## src/cpit_pkg.sv

```systemverilog
// ----------------------------------------------------------------------------
// cpit_pkg
// Shared codes, widths and helpers for the constant pool interning table.
// ----------------------------------------------------------------------------
package cpit_pkg;

	localparam int unsigned VALUE_W = 64;
	localparam int unsigned KIND_W  = 2;
	localparam int unsigned ENTRY_W = VALUE_W + KIND_W;
	localparam int unsigned INDEX_W = 6;
	localparam int unsigned IN_TDATA_W  = 72;
	localparam int unsigned OUT_TDATA_W = 8;

	typedef logic [KIND_W-1:0]  kind_t;
	typedef logic [VALUE_W-1:0] value_t;

	localparam kind_t OP_INT  = 2'd0;
	localparam kind_t OP_DBL  = 2'd1;
	localparam kind_t OP_RAW  = 2'd2;
	localparam kind_t OP_NONE = 2'd3;

	localparam value_t EXP_MASK  = 64'h7FF0_0000_0000_0000;
	localparam value_t FRAC_MASK = 64'h000F_FFFF_FFFF_FFFF;
	localparam value_t MAG_MASK  = 64'h7FFF_FFFF_FFFF_FFFF;

	function automatic logic dbl_is_nan(input value_t b);
		return ((b & EXP_MASK) == EXP_MASK) && ((b & FRAC_MASK) != '0);
	endfunction

	// IEEE equality on bit patterns: both zeros match, NaN matches nothing.
	function automatic logic dbl_equal(input value_t a, input value_t b);
		logic res;
		if (dbl_is_nan(a) || dbl_is_nan(b)) begin
			res = 1'b0;
		end else if (((a & MAG_MASK) == '0) && ((b & MAG_MASK) == '0)) begin
			res = 1'b1;
		end else begin
			res = (a == b);
		end
		return res;
	endfunction

endpackage

```

## src/cpit_ram.sv

```systemverilog
// ----------------------------------------------------------------------------
// cpit_ram
// Simple dual-port RAM: one write port, one read port with registered data.
// ----------------------------------------------------------------------------
module cpit_ram #(
	parameter int unsigned WIDTH = 66,
	parameter int unsigned DEPTH = 64
) (
	input  logic                     clk,
	input  logic                     we,
	input  logic [$clog2(DEPTH)-1:0] waddr,
	input  logic [WIDTH-1:0]         wdata,
	input  logic [$clog2(DEPTH)-1:0] raddr,
	output logic [WIDTH-1:0]         rdata
);

	logic [WIDTH-1:0] mem_q [DEPTH];

	always_ff @(posedge clk) begin
		if (we) begin
			mem_q[waddr] <= wdata;
		end
		rdata <= mem_q[raddr];
	end

endmodule

```

## src/constant_pool_interning_table.sv

```systemverilog
// ----------------------------------------------------------------------------
// constant_pool_interning_table
// Interns typed 64-bit constants: integer and double requests search earlier
// entries of the same kind and append on a miss, raw requests append unsearched.
// ----------------------------------------------------------------------------
// Sequence: an intern request that misses scans every entry, then appends (or
// flags full_res if the pool is full); a hit ends the scan at the match; a raw
// request or an intern into an empty pool goes straight to the append, an
// unused op code straight to the result. One request at a time; the linear
// scan reads one RAM entry per cycle through the single read port.
// Reset: arst_n clears the entry count, the state and the output valid; RAM
// contents are not cleared, entries above the count are never read.
// ----------------------------------------------------------------------------
module constant_pool_interning_table #(
	parameter int unsigned POOL_DEPTH = 64
) (
	input  logic                            clk,
	input  logic                            arst_n,
	// Request channel
	input  logic                            s_axis_tvalid,
	output logic                            s_axis_tready,
	// [1:0] op, [65:2] value, [71:66] zero
	input  logic [cpit_pkg::IN_TDATA_W-1:0] s_axis_tdata,
	// Result channel
	output logic                            m_axis_tvalid,
	input  logic                            m_axis_tready,
	// [5:0] index, [6] found, [7] full_res
	output logic [cpit_pkg::OUT_TDATA_W-1:0] m_axis_tdata
);

	localparam int unsigned AW = $clog2(POOL_DEPTH);
	localparam int unsigned CW = $clog2(POOL_DEPTH + 1);

	localparam logic [1:0] ST_IDLE   = 2'd0;
	localparam logic [1:0] ST_SEARCH = 2'd1;
	localparam logic [1:0] ST_APPEND = 2'd2;
	localparam logic [1:0] ST_RESULT = 2'd3;

	logic [1:0]              state_q;
	logic [CW-1:0]           count_q;
	logic [CW-1:0]           issue_q;
	cpit_pkg::kind_t         op_q;
	cpit_pkg::value_t        value_q;

	// Compare stage follows the RAM read in the next cycle
	logic                    cmp_v_s1;
	logic [AW-1:0]           cmp_addr_s1;

	// Pending result, held until the output register is free
	logic [CW-1:0]           res_idx_q;
	logic                    res_found_q;
	logic                    res_full_q;

	logic                    ram_we;
	logic [AW-1:0]           ram_raddr;
	logic [cpit_pkg::ENTRY_W-1:0] ram_rdata;
	cpit_pkg::kind_t         rd_kind;
	cpit_pkg::value_t        rd_value;
	logic                    rd_match;
	logic                    rd_last;
	logic                    issue_more;
	logic                    in_xfer;
	logic                    out_free;
	logic [CW+cpit_pkg::INDEX_W-1:0] idx_wide;

	assign s_axis_tready = (state_q == ST_IDLE);
	assign in_xfer       = s_axis_tvalid && s_axis_tready;
	assign out_free      = !m_axis_tvalid || m_axis_tready;

	assign issue_more = (issue_q < count_q);
	assign ram_raddr  = issue_q[AW-1:0];
	assign ram_we     = (state_q == ST_APPEND) && (count_q < CW'(POOL_DEPTH));

	assign rd_kind  = ram_rdata[cpit_pkg::ENTRY_W-1:cpit_pkg::VALUE_W];
	assign rd_value = ram_rdata[cpit_pkg::VALUE_W-1:0];

	// Match only within the same kind; doubles use IEEE equality
	always_comb begin
		rd_match = 1'b0;
		if (rd_kind == op_q) begin
			case (op_q)
				cpit_pkg::OP_INT: rd_match = (rd_value == value_q);
				cpit_pkg::OP_DBL: rd_match = cpit_pkg::dbl_equal(rd_value, value_q);
				default:          rd_match = 1'b0;
			endcase
		end
	end

	assign rd_last = ((CW'(cmp_addr_s1) + CW'(1)) == count_q);

	cpit_ram #(
		.WIDTH(cpit_pkg::ENTRY_W),
		.DEPTH(POOL_DEPTH)
	) u_entry_ram (
		.clk  (clk),
		.we   (ram_we),
		.waddr(count_q[AW-1:0]),
		.wdata({op_q, value_q}),
		.raddr(ram_raddr),
		.rdata(ram_rdata)
	);

	// Control: accept, scan, append on a miss or raw request, then hand off the result
	always_ff @(posedge clk or negedge arst_n) begin
		if (!arst_n) begin
			state_q  <= ST_IDLE;
			count_q  <= '0;
			cmp_v_s1 <= 1'b0;
		end else begin
			case (state_q)
				ST_IDLE: begin
					cmp_v_s1 <= 1'b0;
					if (in_xfer) begin
						if (s_axis_tdata[1:0] == cpit_pkg::OP_NONE) begin
							state_q <= ST_RESULT;
						end else if (s_axis_tdata[1:0] == cpit_pkg::OP_RAW ||
						             count_q == '0) begin
							state_q <= ST_APPEND;
						end else begin
							state_q <= ST_SEARCH;
						end
					end
				end
				ST_SEARCH: begin
					cmp_v_s1 <= issue_more;
					if (cmp_v_s1 && rd_match) begin
						state_q  <= ST_RESULT;
						cmp_v_s1 <= 1'b0;
					end else if (cmp_v_s1 && rd_last) begin
						state_q  <= ST_APPEND;
						cmp_v_s1 <= 1'b0;
					end
				end
				ST_APPEND: begin
					if (ram_we) begin
						count_q <= count_q + CW'(1);
					end
					state_q <= ST_RESULT;
				end
				ST_RESULT: begin
					if (out_free) begin
						state_q <= ST_IDLE;
					end
				end
				default: begin
					state_q <= ST_IDLE;
				end
			endcase
		end
	end

	// Datapath registers: request, scan pointer, pending result
	always_ff @(posedge clk) begin
		case (state_q)
			ST_IDLE: begin
				issue_q     <= '0;
				res_idx_q   <= '0;
				res_found_q <= 1'b0;
				res_full_q  <= 1'b0;
				if (in_xfer) begin
					op_q    <= s_axis_tdata[1:0];
					value_q <= s_axis_tdata[cpit_pkg::ENTRY_W-1:cpit_pkg::KIND_W];
				end
			end
			ST_SEARCH: begin
				if (issue_more) begin
					issue_q <= issue_q + CW'(1);
				end
				cmp_addr_s1 <= ram_raddr;
				if (cmp_v_s1 && rd_match) begin
					res_idx_q   <= CW'(cmp_addr_s1);
					res_found_q <= 1'b1;
				end
			end
			ST_APPEND: begin
				if (ram_we) begin
					res_idx_q <= count_q;
				end else begin
					res_full_q <= 1'b1;
				end
			end
			default: begin
			end
		endcase
	end

	assign idx_wide = {{cpit_pkg::INDEX_W{1'b0}}, res_idx_q};

	// Output register: load the result when the previous transfer is done
	always_ff @(posedge clk or negedge arst_n) begin
		if (!arst_n) begin
			m_axis_tvalid <= 1'b0;
		end else if (state_q == ST_RESULT && out_free) begin
			m_axis_tvalid <= 1'b1;
		end else if (m_axis_tready) begin
			m_axis_tvalid <= 1'b0;
		end
	end

	always_ff @(posedge clk) begin
		if (state_q == ST_RESULT && out_free) begin
			m_axis_tdata <= {res_full_q, res_found_q, idx_wide[cpit_pkg::INDEX_W-1:0]};
		end
	end

endmodule
```

## config.mk

```make
export PLATFORM = sky130hd
export DESIGN_NAME = constant_pool_interning_table
export DESIGN_NICKNAME = d
export VERILOG_FILES = /design/src/cpit_pkg.sv /design/src/cpit_ram.sv /design/src/constant_pool_interning_table.sv
export SDC_FILE = /design/constraint.sdc
export NUM_CORES = 2
export LEC_CHECK = 0
export BUFFER_PORTS_ARGS = -buffer_cell sky130_fd_sc_hd__buf_4
export CAP_MARGIN = 10
export CORE_ASPECT_RATIO = 1.5
export CORE_UTILIZATION = 55
export DETAILED_ROUTE_END_ITERATION = 8
export PLACE_DENSITY = 0.81
export SKIP_LAST_GASP = 1
export SYNTH_ARGS = -nofsm -noshare
export SYNTH_HDL_FRONTEND = slang
export SYNTH_MEMORY_MAX_BITS = 65536
export SYNTH_SLANG_ARGS = --single-unit
```

## constraint.sdc

```tcl
create_clock -name clk -period 7.3 [get_ports clk]
set_input_delay 1.46 -clock clk [delete_from_list [all_inputs] [get_ports clk]]
set_output_delay 1.46 -clock clk [all_outputs]
set_load 0.03 [all_outputs]
```

# After elaboration in Yosys (flattened, before gate mapping)
# Memory sizes are Yosys's and may differ from the RTL's. A register that Yosys moved wholly into a read port is not among the register bits.
# Cells that the tools add are included.
dict set report op_classes {
  add_sub_neg 3
  magnitude_cmp 2
  eq_ne 18
  n_mux 27
  reduce_logical 30
}
# op n
set op_table {}
lappend op_table {{$logic_not A64 Y1} 2}
lappend op_table {{$reduce_bool A64 Y1} 2}
lappend op_table {{$eq A64 B64 Y1} 1}
lappend op_table {{$eq A11 B11 Y1 const B} 2}
lappend op_table {{$pmux W6 S3} 1}
lappend op_table {{$add A7 B1 Y7 const B} 2}
lappend op_table {{$pmux W7 S2} 1}
lappend op_table {{$mux W2} 6}
lappend op_table {{$mux W6} 2}
lappend op_table {{$mux W1} 11}
lappend op_table {{$ne A2 B2 Y1 const B} 5}
lappend op_table {{$reduce_and A2 Y1} 5}
lappend op_table {{$eq A2 B2 Y1 const B} 4}
lappend op_table {{$logic_and A1 B1 Y1} 8}
lappend op_table {{$pmux W1 S2} 4}
lappend op_table {{$pmux W2 S4} 1}
lappend op_table {{$add A6 B1 Y7 const B} 1}
lappend op_table {{$eq A7 B7 Y1} 1}
lappend op_table {{$logic_not A7 Y1} 1}
lappend op_table {{$lt A7 B7 Y1} 1}
lappend op_table {{$lt A7 B7 Y1 const B} 1}
lappend op_table {{$mux W7} 1}
lappend op_table {{$reduce_and A3 Y1} 2}
lappend op_table {{$reduce_bool A2 Y1} 3}
lappend op_table {{8 further kinds} 12}
dict set report word_totals {
  ff_bits 106
  ram_bits 4224
  inputBits 76
  output_inout_bits 10
  wordCells 93
  memories 1
}
# name depth word_bits read_ports rd_ports_with_merged_regs write_ports line_no
set mem_list {}
lappend mem_list {u_entry_ram.mem_q 64 66 1 1 1 cpit_ram.sv:17} ;# logic [WIDTH-1:0] mem_q [DEPTH];

# Logic depth before layout (Yosys ltp)
dict set report depth {
  depth_word 9
  depth_mapped 10
  depth_no_buf 9
}

# Hierarchy
# From an unflattened synthesis, not the netlist that was laid out.
dict set report hier_totals {
  hier_cells 7233
  hier_area_um2 165588.8
}
# module instances cells_each area_each_um2 seq_area_each_um2
set modules_own_cells {}
lappend modules_own_cells {cpit_ram 1 6852 160496.4 128162.9}
lappend modules_own_cells {constant_pool_interning_table 1 381 5092.4 3128.0}

# Worst setup path after synthesis
# Ideal clock, no wire load.
dict set report synth_path {
  kind {reg-to-reg}
  from {reg state_q[0]}
  to {mem u_entry_ram.mem_q[40][0], enable pin}
  setup_ps 571
  arrival_time_ps 6040
  required_ps 6729
  slack_ps 689
  stages_incl_launch_ff 7
  path_buffers 1
  period_less_slack_ps 6611
  path_cell_list {dfrtp_1 -> inv_1 -> ha_1 -> clkbuf_1 -> nand2_1 -> or4_1 -> nor3_1}
}
dict set report synth_between {
  elab_chain_cells 4
}
# element line_no
set synth_lines {}
lappend synth_lines {{start: declaration} constant_pool_interning_table.sv:39} ;# logic [1:0] state_q;
lappend synth_lines {{start signal: assignment} constant_pool_interning_table.sv:106} ;# state_q <= ST_IDLE;
lappend synth_lines {{start signal: assignment} constant_pool_interning_table.sv:115} ;# state_q <= ST_RESULT;
lappend synth_lines {{start signal: assignment} constant_pool_interning_table.sv:118} ;# state_q <= ST_APPEND;
lappend synth_lines {{$eq A2 B2 Y1} constant_pool_interning_table.sv:72} ;# assign ram_we = (state_q == ST_APPEND) && (count_q < CW'(POOL_DEPTH));
lappend synth_lines {{$logic_and A1 B1 Y1} constant_pool_interning_table.sv:72}
lappend synth_lines {{$mux W1} cpit_ram.sv:20} ;# if (we) begin
lappend synth_lines {{$mux W1 (not written as such)} cpit_ram.sv:21} ;# mem_q[waddr] <= wdata;
lappend synth_lines {{end: declaration} cpit_ram.sv:17}
# Every way passes these cells.

# Worst setup path in the final report
dict set report layout_path {
  from {reg value_q[35]}
  to {reg res_idx_q[2], enable pin}
}
dict set report layout_between {
  elab_chain_cells 9
  elab_cells_between_ends 13
  classes_between {eq/ne: 2; mux: 4; reduce/logical: 7}
}
# element line_no
set layout_lines {}
lappend layout_lines {{start: declaration} constant_pool_interning_table.sv:43} ;# cpit_pkg::value_t value_q;
lappend layout_lines {{start signal: assignment} constant_pool_interning_table.sv:162} ;# value_q <= s_axis_tdata[cpit_pkg::ENTRY_W-1:cpit_pkg::KIND_W];
lappend layout_lines {{$logic_not A64 Y1 / $reduce_bool A64 Y1 (equally long branches)} {cpit_pkg.sv:35, cpit_pkg.sv:27}}
lappend layout_lines {{$logic_and A1 B1 Y1, on equally long branches} {cpit_pkg.sv:35, cpit_pkg.sv:27}}
lappend layout_lines {{$mux W1 / $logic_or A1 B1 Y1 (equally long branches)} {cpit_pkg.sv:35, cpit_pkg.sv:33}}
lappend layout_lines {{$mux W1} cpit_pkg.sv:33} ;# if (dbl_is_nan(a) || dbl_is_nan(b)) begin
lappend layout_lines {{$pmux W1 S2 (*)} constant_pool_interning_table.sv:81} ;# case (op_q)
lappend layout_lines {{$mux W1 (*)} constant_pool_interning_table.sv:80} ;# if (rd_kind == op_q) begin
lappend layout_lines {{$logic_and A1 B1 Y1 (*)} constant_pool_interning_table.sv:170} ;# if (cmp_v_s1 && rd_match) begin
lappend layout_lines {{$ne A2 B2 Y1 (no source line) (*)} --}
lappend layout_lines {{$reduce_and A3 Y1 (no source line) (*)} --}
lappend layout_lines {{end signal: assignment} constant_pool_interning_table.sv:171} ;# res_idx_q <= CW'(cmp_addr_s1);
lappend layout_lines {{end signal: assignment} constant_pool_interning_table.sv:177} ;# res_idx_q <= count_q;
lappend layout_lines {{end: declaration} constant_pool_interning_table.sv:50} ;# logic [CW-1:0] res_idx_q;
# Mark *: on every way between the ends. The rest lies on a longest branch, timed or not.
# A chain may end at the register's enable or synchronous reset.

==> impl_results.md <==
* Final hold slack at roughly 390 ps
* Core ar. at 300000 sq um
* Yosys top cell area share at 78.0%
* TritonCTS Buffers at 368
* First-pass GRT wire length at 722000 um
* Max Slew Vio Count at 0
* Synth top area cells: edfxtp_1 78%, mux4_2 19%, dfxtp_1 0.79%
* HPWL after DPL at approximately 240000 um
* Ys flop type: edfxtp_1
* Final net count at 6935
* Peak supply drop at 0.221 mV
* CTS sink cnt at approximately 4400
* Fill count at approximately 18000
* Syn Area/Cell at 25.7 sq um
* Mapped Area at 166000 sq um
* Slowest stage cell, crit path: nor4_1
* Die H at ~680 um
* Syn_nets at 6563
* CP startpoint kind: flip-flop
* PD cells at about 260 nW/um^2
* Synth Register Bits at between 4000 and 5000
* DR WL/cell at 48.0 um
* Failing checks: DRC, capacitance limit
* EDFF count, synth at 4319
* Minimum clock period at about 5500 ps
* Area Growth Syn to Fin at 11.8%
* CP Class: flip-flop to flip-flop
* Hold_buf cts at 0
* Routed wire length at 534000 um
* Die X at ~450 um
* Unrepaired setup endpoints after global routing: false
* Total power at roughly 48 mW
* Arr. time, crit path at 6040 ps
* Total grt overflow at 0
* Actual slew at the worst max-slew pin at 1480 ps
* Die area at 304000 sq um
* Setup TNS at 0 ps
* Pin count of the biggest net entering global routing at around 150
* Total GRT Usage at 35.1%
* Worst Path Required at 7860 ps
* Synthesis Warnings at 0
* Routability Congestion at between 0.8 and 0.9
* CP Capture Type: flip-flop
* Leading area contributor after synthesis: edfxtp_1
* Resize count post-CTS at 0
* I/O Buffers at 79
* Setup bufs post-CTS at 0
* # IOs at 86
* Syn Inst Count at 6473
* Routed vias at 86402
* Post-synth ARST share at 0.250%
* CTS root buf: clkbuf_16
* Register area share after synthesis at 79.0%
* Commonest non-fill, non-tap cells in the layout: 4319 x edfxtp_1, 1386 x mux4_2, 373 x clkbuf_16
* Clk_skew at 77.1 ps
* Fmax at approximately 180 MHz
* Total of max-cap violations at 1
* Critical path, cell by cell: buf_4, xor2_1, nor4_1, nand4_1, nor4_1, buf_4, o21ai_0, a21oi_1, nor2_1, nor3b_1
* Synth unique cells at 48
* Drt drc at 12
* 1st-iter DRT viols at 17187
* Initial antenna violation count at 35
* Worst skew pair latency at 960 ps
* FP Rows at 246
* Initial core utilization at 55.4%
* Commonest non-fill, non-tap cell in the layout: edfxtp_1
* TritonCTS clock tree: done
* Layout cells sized above 1 at 32.6%
* Slowest stage delay, CP at 1020 ps
* Buffer depth of the longest clock path at 4
* Via density per instance at between 7 and 8
* First drt pass iteration count at 9
* H-tree depth at 5
* Worst-path maximum fanout at 66
* Min-Delay Path Class: input pin to async pin
* Status: finished with violations
* Final setup viols at 0
* Vias in the first global route at approximately 85000
* Antenna-violating nets left at 0
* Reg clk slew, reported paths at ~70 ps
* Max transition margin at 1.07%
* Hold Fails Final Rpt at 0
* Period Utilization, post-route at about three quarters
* Leak at 57.2 nW
==> critical path, delay by kind of cell, from the launching register on <==
kind	cells	cell delay, ps
AO/OA/AOI/OAI	2	730
XOR/XNOR	1	160
buffers and inverters	2	760
flip-flops	1	380
AND/OR/NAND/NOR	5	3030
==> Yosys cell counts (3+ instances only) <==
library cell,instances
xnor2_1,10
xor2_1,71
ha_1,14
buf_2,64
nor2b_1,5
a22oi_1,4
nand2b_1,5
mux4_2,1386
and2_1,5
nand3_1,15
o21ai_0,5
inv_1,13
a21oi_1,4
dfxtp_1,66
nand4_1,17
buf_6,3
a21o_1,5
edfxtp_1,4319
buf_4,23
dfrtp_1,11
nor3_1,7
buf_1,56
clkbuf_1,175
or4_1,3
nor4_1,48
nor2_1,82
nand2_1,27
a31oi_1,3
==> final timing paths <==
path,start,end,slack [ps],depth (start not counted)
max,value_q[35],res_idx_q[2],1830,10
min,arst_n,state_q[1],390,1
max reg2reg,value_q[35],res_idx_q[2],1830,10
min reg2reg,res_idx_q[3],m_axis_tdata[3],520,0
max in group asynchronous,arst_n,count_q[4],6700,1
min in group clk,res_idx_q[3],m_axis_tdata[3],520,0
==> layer usage <==
metal  track usage, %  share of wire, %  vias up  wire length [um]
li1                 -                 -    29038                 -
met1             41.2                28    44201            152000
met2             55.1                47    10426            252000
met3             10.7                15     2701             79100
met4             26.2               9.4       36             50300
met5            0.383             0.071        -               381
==> sequential cells by signal, summed over array words and instances (netlist names), 6 cells and up <==
| name | flops |
|---|---|
| u_entry_ram.mem_q | 4224 |
| u_entry_ram.rdata | 66 |
| value_q | 64 |
| m_axis_tdata | 8 |
| count_q | 7 |
| issue_q | 7 |
| cmp_addr_s1 | 6 |
| res_idx_q | 6 |
==> layout make-up <==
cell class	instances	area, sq um	share of cell area, %
Multi-Input combinational cell	1742	34000	18.3
Tap cell	3968	4960	2.67
Timing Repair Buffer	323	3090	1.66
Antenna cell	24	60.1	0.0323
Inverter	14	52.6	0.0283
Clock inverter	230	2720	1.46
Sequential cell	4396	131000	70.7
Clock buffer	439	9640	5.19
==> kinds of logic (layout without fill, tap and decap cells) <==
family	count (synthesis)	after routing	synth area share [%]
fa+ha+maj	14	14	0.105
xor+xnor	81	81	0.427
flops	4396	4396	79.0
other cells	0	24	0
buf+inv	335	1006	0.870
simple gates	223	223	0.666
compound gates	35	35	0.149
mux	1389	1389	18.8
==> stage by stage <==
| stage | worst slack [ps] | area (sq um) | cells | util (%) |
|---|---|---|---|---|
| 6_report | 1830 | 186000 | 11136 | 62.0 |
| 4_1_cts | 2180 | 186000 | 11110 | 61.9 |
| 5_1_grt | 1940 | 186000 | 11118 | 62.0 |
| 2_1_floorplan | 689 | 166000 | 6473 | - |
| 3_3_place_gp | 2420 | 173000 | 10439 | 57.8 |
| 3_5_place_dp | 2310 | 173000 | 10441 | 57.8 |
==> where the power goes <==
group | leakage (nW) | total (mW) | switching (mW) | internal, mW
Sequential | 39.4 | 27.2 | 0 | 27.2
Combinational | 11.8 | 0.0541 | 0.0297 | 0.0244
Clock | 6.00 | 21.2 | 9.76 | 11.4
Total | 57.2 | 48.5 | 9.78 | 38.7
Power figures use the tool's default switching activity.
